[src/hdl/lrld_pkg.sv]
// ----------------------------------------------------------------------------
// Light ring line detector package
// Shared constants, controller states and the search result record.
// ----------------------------------------------------------------------------
package lrld_pkg;

  localparam int SENSOR_COUNT   = 32;
  localparam int RING_POSITIONS = 16;
  localparam int SAMPLE_BITS    = 12;

  localparam int IDX_W  = 5;
  localparam int POS_W  = $clog2(RING_POSITIONS);
  localparam int SPAN_W = $clog2(RING_POSITIONS / 2 + 1);
  localparam int BIS_W  = $clog2(2 * RING_POSITIONS);

  localparam int DATA_W     = 32;
  localparam int CFG_ADDR_W = 3;
  localparam int CFG_SEL_W  = CFG_ADDR_W - 2;

  localparam logic [CFG_SEL_W-1:0]   REG_THRESHOLD = '0;
  localparam logic [SAMPLE_BITS-1:0] THRESH_RESET  = SAMPLE_BITS'(500);

  typedef enum logic [1:0] {
    ST_IDLE,
    ST_SEARCH,
    ST_DELIVER
  } ctl_state_t;

  typedef struct packed {
    logic              found;
    logic [POS_W-1:0]  start_pos;
    logic [POS_W-1:0]  end_pos;
    logic [SPAN_W-1:0] span;
  } search_res_t;

endpackage

[src/hdl/light_ring_line_detector_top.sv]
// ----------------------------------------------------------------------------
// Light ring line detector
// Thresholds light-sensor samples into ring position flags and, at the end
// of each frame, reports the widest pair of lit positions on the ring.
// ----------------------------------------------------------------------------
//
//   Channel   Direction   Handshake           Moves
//   in_       to block    in_valid/in_stall   one sample request
//   out_      from block  out_valid/out_stall one line result per frame end
//   cfg       to block    APB psel/penable    light threshold register
//
// A sample request without the frame-end mark has its flag updated at the
// accepting edge, and the next request can follow at once.
// A frame-end request starts the pair search, which steps one pair of ring
// positions per cycle through the single gap compare unit; the input
// stays stalled through the search and its hand-off. The result then sits
// in an output register that holds steady while out_stall is high; the
// input reopens as soon as the result is loaded there. Reset clears the
// flags and loads the default threshold of 500.
// ----------------------------------------------------------------------------
module light_ring_line_detector_top (
  input  logic                                  clk,
  input  logic                                  rst_n,
  // Sample input
  input  logic                                  in_valid,
  output logic                                  in_stall,
  input  logic [lrld_pkg::SAMPLE_BITS-1:0]      in_sample,
  input  logic [lrld_pkg::IDX_W-1:0]            in_sensor_index,
  input  logic                                  in_frame_end,
  // Result output
  output logic                                  out_valid,
  input  logic                                  out_stall,
  output logic                                  out_line_found,
  output logic [lrld_pkg::POS_W-1:0]            out_start_position,
  output logic [lrld_pkg::POS_W-1:0]            out_end_position,
  output logic [lrld_pkg::BIS_W-1:0]            out_bisector_step,
  output logic [lrld_pkg::SPAN_W-1:0]           out_span_eighths,
  // Configuration
  input  logic                                  psel,
  input  logic                                  penable,
  input  logic                                  pwrite,
  input  logic [lrld_pkg::CFG_ADDR_W-1:0]       paddr,
  input  logic [lrld_pkg::DATA_W-1:0]           pwdata,
  output logic [lrld_pkg::DATA_W-1:0]           prdata,
  output logic                                  pready
);

  localparam int RING  = lrld_pkg::RING_POSITIONS;
  localparam int POS_W = lrld_pkg::POS_W;
  localparam int BIS_W = lrld_pkg::BIS_W;

  lrld_pkg::ctl_state_t state_r, state_nxt;

  logic [lrld_pkg::SAMPLE_BITS-1:0] thresh_r, thresh_nxt;
  logic [RING-1:0]                  hits_r, hits_nxt;

  logic                             out_valid_r, out_valid_nxt;
  logic                             found_r;
  logic [POS_W-1:0]                 start_r;
  logic [POS_W-1:0]                 end_r;
  logic [BIS_W-1:0]                 bis_r;
  logic [lrld_pkg::SPAN_W-1:0]      span_r;

  logic                             in_accept;
  logic                             cfg_write;
  logic                             search_start;
  logic                             search_done;
  logic                             out_load;
  logic [POS_W-1:0]                 pos;
  logic                             pos_valid;
  lrld_pkg::search_res_t            res;

  // --------------------------------------------------------------------------
  // Configuration port. Writes complete in the access phase; no wait states.
  // --------------------------------------------------------------------------
  assign pready    = 1'b1;
  assign cfg_write = psel && penable && pwrite && pready;

  always_comb begin
    thresh_nxt = thresh_r;
    if (cfg_write && (paddr[lrld_pkg::CFG_ADDR_W-1:2] == lrld_pkg::REG_THRESHOLD)) begin
      thresh_nxt = pwdata[lrld_pkg::SAMPLE_BITS-1:0];
    end
  end

  always_comb begin
    prdata = '0;
    if (paddr[lrld_pkg::CFG_ADDR_W-1:2] == lrld_pkg::REG_THRESHOLD) begin
      prdata = lrld_pkg::DATA_W'(thresh_r);
    end
  end

  // --------------------------------------------------------------------------
  // Position flags. An even sensor index 2k drives ring position k; odd
  // indices and indices past the ring leave every flag alone.
  // --------------------------------------------------------------------------
  assign in_accept = in_valid && !in_stall;
  assign pos       = in_sensor_index[POS_W:1];
  assign pos_valid = !in_sensor_index[0] &&
                     (int'(in_sensor_index) < lrld_pkg::SENSOR_COUNT) &&
                     (int'(pos) < RING);

  always_comb begin
    hits_nxt = hits_r;
    if (in_accept && pos_valid) begin
      hits_nxt[pos] = (in_sample >= thresh_r);
    end
  end

  // --------------------------------------------------------------------------
  // Pair search. Flags cannot change while it runs because the input is
  // stalled for the whole search.
  // --------------------------------------------------------------------------
  lrld_pair_search u_search (
    .clk    (clk),
    .rst_n  (rst_n),
    .start  (search_start),
    .hits   (hits_r),
    .done   (search_done),
    .res    (res)
  );

  // --------------------------------------------------------------------------
  // Controller: next state.
  // --------------------------------------------------------------------------
  always_comb begin
    state_nxt = state_r;
    case (state_r)
      lrld_pkg::ST_IDLE: begin
        if (in_accept && in_frame_end) begin
          state_nxt = lrld_pkg::ST_SEARCH;
        end
      end
      lrld_pkg::ST_SEARCH: begin
        if (search_done) begin
          state_nxt = lrld_pkg::ST_DELIVER;
        end
      end
      lrld_pkg::ST_DELIVER: begin
        if (!out_valid_r || !out_stall) begin
          state_nxt = lrld_pkg::ST_IDLE;
        end
      end
      default: begin
        state_nxt = lrld_pkg::ST_IDLE;
      end
    endcase
  end

  // --------------------------------------------------------------------------
  // Controller: outputs.
  // --------------------------------------------------------------------------
  always_comb begin
    in_stall     = 1'b1;
    search_start = 1'b0;
    out_load     = 1'b0;
    case (state_r)
      lrld_pkg::ST_IDLE: begin
        in_stall     = 1'b0;
        search_start = in_valid && in_frame_end;
      end
      lrld_pkg::ST_SEARCH: begin
        in_stall = 1'b1;
      end
      lrld_pkg::ST_DELIVER: begin
        out_load = !out_valid_r || !out_stall;
      end
      default: begin
        in_stall = 1'b1;
      end
    endcase
  end

  // --------------------------------------------------------------------------
  // Output register. A held result stays put until the consumer takes it.
  // --------------------------------------------------------------------------
  always_comb begin
    out_valid_nxt = out_valid_r;
    if (out_load) begin
      out_valid_nxt = 1'b1;
    end else if (!out_stall) begin
      out_valid_nxt = 1'b0;
    end
  end

  always_ff @(posedge clk) begin
    if (!rst_n) begin
      state_r     <= lrld_pkg::ST_IDLE;
      thresh_r    <= lrld_pkg::THRESH_RESET;
      hits_r      <= '0;
      out_valid_r <= 1'b0;
    end else begin
      state_r     <= state_nxt;
      thresh_r    <= thresh_nxt;
      hits_r      <= hits_nxt;
      out_valid_r <= out_valid_nxt;
    end
    if (out_load) begin
      found_r <= res.found;
      start_r <= res.start_pos;
      end_r   <= res.end_pos;
      // The bisector wraps at twice the ring size, which the width does.
      bis_r   <= BIS_W'({res.start_pos, 1'b0}) + BIS_W'(res.span);
      span_r  <= res.span;
    end
  end

  assign out_valid          = out_valid_r;
  assign out_line_found     = found_r;
  assign out_start_position = start_r;
  assign out_end_position   = end_r;
  assign out_bisector_step  = bis_r;
  assign out_span_eighths   = span_r;

`ifndef SYNTHESIS
  // A new result only appears out of the delivery state.
  a_rise_from_deliver: assert property (@(posedge clk) disable iff (!rst_n)
    $rose(out_valid) |-> $past(state_r == lrld_pkg::ST_DELIVER))
    else $error("result appeared outside delivery");

  // A found line always has its end above its start and a nonzero span.
  a_found_order: assert property (@(posedge clk) disable iff (!rst_n)
    (out_valid && out_line_found) |->
      ((out_end_position > out_start_position) && (out_span_eighths != '0)))
    else $error("found line with bad pair");

  // No line means an all-zero result.
  a_none_zero: assert property (@(posedge clk) disable iff (!rst_n)
    (out_valid && !out_line_found) |->
      ((out_span_eighths == '0) && (out_start_position == '0) &&
       (out_end_position == '0) && (out_bisector_step == '0)))
    else $error("empty result not cleared");
`endif

endmodule

[src/hdl/lrld_gap_unit.sv]
// ----------------------------------------------------------------------------
// Ring gap compare unit
// Circular distance between two ring positions and a compare against the
// best distance found so far.
// ----------------------------------------------------------------------------
module lrld_gap_unit (
  input  logic [lrld_pkg::POS_W-1:0]  pos_lo,
  input  logic [lrld_pkg::POS_W-1:0]  pos_hi,
  input  logic [lrld_pkg::SPAN_W-1:0] best,
  output logic [lrld_pkg::SPAN_W-1:0] gap,
  output logic                        wider
);

  localparam int W = lrld_pkg::POS_W + 1;

  logic [W-1:0] raw_gap;
  logic [W-1:0] wrapped;

  // The two positions are distinct and ordered, so the raw distance is at
  // least one and below the ring size.
  always_comb begin
    raw_gap = W'(pos_hi) - W'(pos_lo);
    wrapped = (raw_gap > W'(lrld_pkg::RING_POSITIONS / 2)) ?
              (W'(lrld_pkg::RING_POSITIONS) - raw_gap) : raw_gap;
    gap     = lrld_pkg::SPAN_W'(wrapped);
    wider   = (gap > best);
  end

endmodule

[src/hdl/lrld_pair_search.sv]
// ----------------------------------------------------------------------------
// Pair search sequencer
// Walks every pair i < j of ring positions, one pair per cycle, through
// the shared gap compare unit and keeps the first widest pair.
// ----------------------------------------------------------------------------
module lrld_pair_search (
  input  logic                                    clk,
  input  logic                                    rst_n,
  input  logic                                    start,
  input  logic [lrld_pkg::RING_POSITIONS-1:0]     hits,
  output logic                                    done,
  output lrld_pkg::search_res_t                   res
);

  localparam int POS_W  = lrld_pkg::POS_W;
  localparam int SPAN_W = lrld_pkg::SPAN_W;

  logic              active_r, active_nxt;
  logic              done_r, done_nxt;
  logic [POS_W-1:0]  i_r, i_nxt;
  logic [POS_W-1:0]  j_r, j_nxt;
  logic [SPAN_W-1:0] best_r, best_nxt;
  logic [POS_W-1:0]  s_r, s_nxt;
  logic [POS_W-1:0]  e_r, e_nxt;
  logic              found_r, found_nxt;

  logic [SPAN_W-1:0] gap;
  logic              wider;
  logic              last_j;
  logic              last_i;

  lrld_gap_unit u_gap (
    .pos_lo (i_r),
    .pos_hi (j_r),
    .best   (best_r),
    .gap    (gap),
    .wider  (wider)
  );

  assign last_j = (j_r == POS_W'(lrld_pkg::RING_POSITIONS - 1));
  assign last_i = (i_r == POS_W'(lrld_pkg::RING_POSITIONS - 2));

  always_comb begin
    active_nxt = active_r;
    done_nxt   = 1'b0;
    i_nxt      = i_r;
    j_nxt      = j_r;
    best_nxt   = best_r;
    s_nxt      = s_r;
    e_nxt      = e_r;
    found_nxt  = found_r;
    if (start) begin
      active_nxt = 1'b1;
      i_nxt      = '0;
      j_nxt      = POS_W'(1);
      best_nxt   = '0;
      s_nxt      = '0;
      e_nxt      = '0;
      found_nxt  = 1'b0;
    end else if (active_r) begin
      // Strictly wider keeps the earliest pair on a tie.
      if (hits[i_r] && hits[j_r] && wider) begin
        best_nxt  = gap;
        s_nxt     = i_r;
        e_nxt     = j_r;
        found_nxt = 1'b1;
      end
      if (last_j) begin
        if (last_i) begin
          active_nxt = 1'b0;
          done_nxt   = 1'b1;
        end else begin
          i_nxt = i_r + POS_W'(1);
          j_nxt = i_r + POS_W'(2);
        end
      end else begin
        j_nxt = j_r + POS_W'(1);
      end
    end
  end

  always_ff @(posedge clk) begin
    if (!rst_n) begin
      active_r <= 1'b0;
      done_r   <= 1'b0;
    end else begin
      active_r <= active_nxt;
      done_r   <= done_nxt;
    end
    i_r     <= i_nxt;
    j_r     <= j_nxt;
    best_r  <= best_nxt;
    s_r     <= s_nxt;
    e_r     <= e_nxt;
    found_r <= found_nxt;
  end

  assign done          = done_r;
  assign res.found     = found_r;
  assign res.start_pos = s_r;
  assign res.end_pos   = e_r;
  assign res.span      = best_r;

endmodule
[config.mk]
export PLATFORM = sky130hd
export DESIGN_NAME = light_ring_line_detector_top
export DESIGN_NICKNAME = d
export VERILOG_FILES = /design/src/hdl/lrld_pkg.sv /design/src/hdl/light_ring_line_detector_top.sv /design/src/hdl/lrld_gap_unit.sv /design/src/hdl/lrld_pair_search.sv
export SDC_FILE = /design/constraint.sdc
export NUM_CORES = 1
export LEC_CHECK = 0
export ABC_CLOCK_PERIOD_IN_PS = 5900
export BUFFER_PORTS_ARGS = -buffer_cell sky130_fd_sc_hd__buf_2
export CORE_AREA = 2 2 93 86
export DETAILED_ROUTE_END_ITERATION = 10
export DIE_AREA = 0 0 95 88
export PLACE_DENSITY = 0.89
export SYNTH_ARGS = -nofsm -noshare
export SYNTH_HDL_FRONTEND = slang
export SYNTH_SLANG_ARGS = --single-unit
[constraint.sdc]
create_clock -name clk -period 5.9 [get_ports clk]
set_input_delay 1.18 -clock clk [delete_from_list [all_inputs] [get_ports clk]]
set_output_delay 1.18 -clock clk [all_outputs]
set_load 0.02 [all_outputs]
==> flow_summary_export.csv <==
group,metric,value,unit
sta,slew-limit-headroom,24.8,%
logic_synthesis,synth_top_area_share,27.3,%
logic_synthesis,ys_ff_latch,71,
grt,antenna_found_initial,0,
cells_and_area,final-seq-area,1590,sq um
die,die_w,95,microns
logic_synthesis,synth_top_cell_by_area,"dfxtp_1",
critical_path,cp_max_fo,25,
cells_and_area,post-route-util,59.8,%
logic_synthesis,yosys_warnings,0,
detailed_routing,avgRoutedWirePerCell,14.9,microns
cells_and_area,final_cells,577,
detailed_routing,drtIter0Drc,187,
placement,io_buffer_count,69,
grt,grt_pass1_wl,14000,microns
run_status,status,"finished, final reports clean",
pwr,p_total,1.11,mW
clocking,cts_num_sinks,71,
die,die_area,8360,sq um
logic_synthesis,syn_area,3960,sq um
sta,fmax,256,MHz
critical_path,required,6160,ps
logic_synthesis,ys.flop_type,"dfxtp_1",
logic_synthesis,synth-adder-area-share,9.87,%
placement,place_area,4240,sq um
logic_synthesis,synth-compound-area-share,16.9,%
placement,pre_cts_ws,2020,ps
cells_and_area,n_fill_cell,607,
placement,gp_congestion,0.903,
cells_and_area,finalNetCount,566,
logic_synthesis,muxShareOfSynthArea,5.98,%
detailed_routing,antenna_left,0,
sta,worst_slack,1990,ps
sta,rsz0062_at_grt,"no",
critical_path,arrival,4170,ps
cells_and_area,multi_input_area,2060,sq um
clocking,post-cts-setup-buffers,0,
cells_and_area,drive_above_1_share,20.0,%
grt,grt-ovfl-total,0,
clocking,cts_htree_levels,3,
grt,grt_max_degree,34,
sta,timing.hold.ws,439,ps
logic_synthesis,synth_area_leaders,"dfxtp_1 (27%), edfxtp_1 (13%), ha_1 (8.9%), buf_4 (4.2%), mux4_2 (4.0%)",
clocking,cts_tree,"yes",
detailed_routing,vias,3313,
pwr,powerDensity,252,nW/um^2
worst_hold_path,hp-class,"register to register",
clocking,clk_latency,360,ps
grt,grt_usage,21.5,%
placement,placedCellCount,561,
pwr,ir_drop,116,uV
logic_synthesis,yosysSeqAreaShare,40.2,%
sta,worstMarginPinSlew,1120,ps
critical_path,end_kind,"register",
pwr,power.static_leakage,1.86,nW
clocking,cts-root-buf,"clkbuf_8",
logic_synthesis,synth_cell_types,48,
detailed_routing,drt-vias-per-instance,5.74,
run,maxCapViolCount,0,
sta,finalClockSkew,8.05,ps
sta,tns,0,ps
sta,finalCriticalPeriod,3910,ps
sta,slew_violations,0,
sta,setup_violations,0,
detailed_routing,firstDrtPassIters,6,
clocking,path_clk_slew,80,ps
grt,grt_pass1_vias,3108,
cells_and_area,antenna_cells,0,
critical_path,path_class,"register to register",
cells_and_area,area_growth,11.7,%
clocking,numCtsBuffers,9,
logic_synthesis,avgSynthCellArea,9.49,sq um
logic_synthesis,synth_top_family_by_area,"compound AO/OA/AOI/OAI gates",
placement,dpl.hpwl,6430,microns
logic_synthesis,synth-xor-area-share,2.21,%
die,num_io_pins,113,
die,design.core.area,7390,sq um
die,dieHeight,88,microns
die,start_util,53.5,%
logic_synthesis,synth_edf_count,17,
clocking,cts_resized,0,
logic_synthesis,synth-simple-area-share,15.1,%
sta,finalCritPeriodShare,66.2,%
sta,hold_violations,0,
cells_and_area,stdcell_area,4420,sq um
die,row_count,30,
clocking,clockBufferDepth,2,
logic_synthesis,async_reset_ff_share,0,%
clocking,hold_buffers,0,
logic_synthesis,syn_inst,417,
detailed_routing,drc,0,
critical_path,start_kind,"register",
detailed_routing,wirelength,8570,microns
## cells in the final DEF, fill, tap and decap left out, types with 13 or more instances in the layout
cell,instances
buf_2,69
dfxtp_1,54
nor2_1,41
nand2_1,31
inv_1,31
ha_1,28
o21ai_0,26
conb_1,21
a41oi_1,17
nand3_1,17
edfxtp_1,17
a21oi_1,13
## routing by layer
| metal | global-route usage (%) | routed length, microns |
|---|---|---|
| met2 | 36.7 | 4250 |
| met5 | 0 | 0 |
| met4 | 9.22 | 190 |
| met1 | 25.5 | 3590 |
| met3 | 6.28 | 549 |
## cells in the mapped netlist (13+ instances only)
| master | count |
|---|---|
| nand3_1 | 17 |
| nand2_1 | 31 |
| buf_4 | 22 |
| clkbuf_1 | 14 |
| edfxtp_1 | 17 |
| nor2_1 | 41 |
| ha_1 | 28 |
| a41oi_1 | 17 |
| dfxtp_1 | 54 |
| o21ai_0 | 26 |
| inv_1 | 31 |
| a21oi_1 | 13 |
## flip-flops by register name, summed over array words and instances (netlist names), 4 cells and up
| name | cells |
|---|---|
| u_search.j_r | 4 |
| hits_r | 16 |
| u_search.i_r | 4 |
| out_start_position | 4 |
| out_bisector_step | 5 |
| u_search.s_r | 4 |
| out_end_position | 4 |
| u_search.best_r | 4 |
| u_search.e_r | 4 |
| thresh_r | 12 |
## critical path, cell delays in order, from the launching register on
cell	delay, ps
dfxtp_1	470
inv_1	110
ha_1	240
fa_1	460
xor2_1	360
nand2_1	110
a21boi_0	220
and2_1	180
nor2_1	50
ha_1	280
nor2b_1	140
o21a_1	170
o21a_1	190
o2111ai_4	560
nand3_1	160
o41ai_1	90
## worst paths after layout
path	start	slack, ps	cells after the start	to
worst min-delay path	u_search.e_r[3]	440	0	out_end_position[3]
worst max-delay path	u_search.j_r[0]	1990	15	u_search.best_r[1]
worst max register to register	u_search.j_r[0]	1990	15	u_search.best_r[1]
worst min register to register	u_search.e_r[3]	440	0	out_end_position[3]
## report_power, final
part	internal (mW)	leakage, nW	switching [mW]	total (mW)
registers	0.505	0.593	0.0203	0.525
clock network	0.166	0.0902	0.194	0.359
logic	0.0969	1.17	0.133	0.230
total	0.767	1.86	0.347	1.11
## cell type report
cell class	instances	share of cell area, %
Timing Repair Buffer	70	7.98
Clock buffer	10	3.11
Inverter	31	2.63
Tap cell	96	2.72
Clock inverter	6	1.02
Sequential cell	71	36.0
Multi-Input combinational cell	293	46.5
## cells by family after synthesis
group | Yosys count
DFF | 71
muxes | 10
adders and majority gates | 30
other | 2
AOI/OAI and AO/OA | 96
xor gates and xnor gates | 10
buffers and inverters | 72
and+or+nand+nor | 126
No activity file was read; power rests on OpenSTA's default activity.
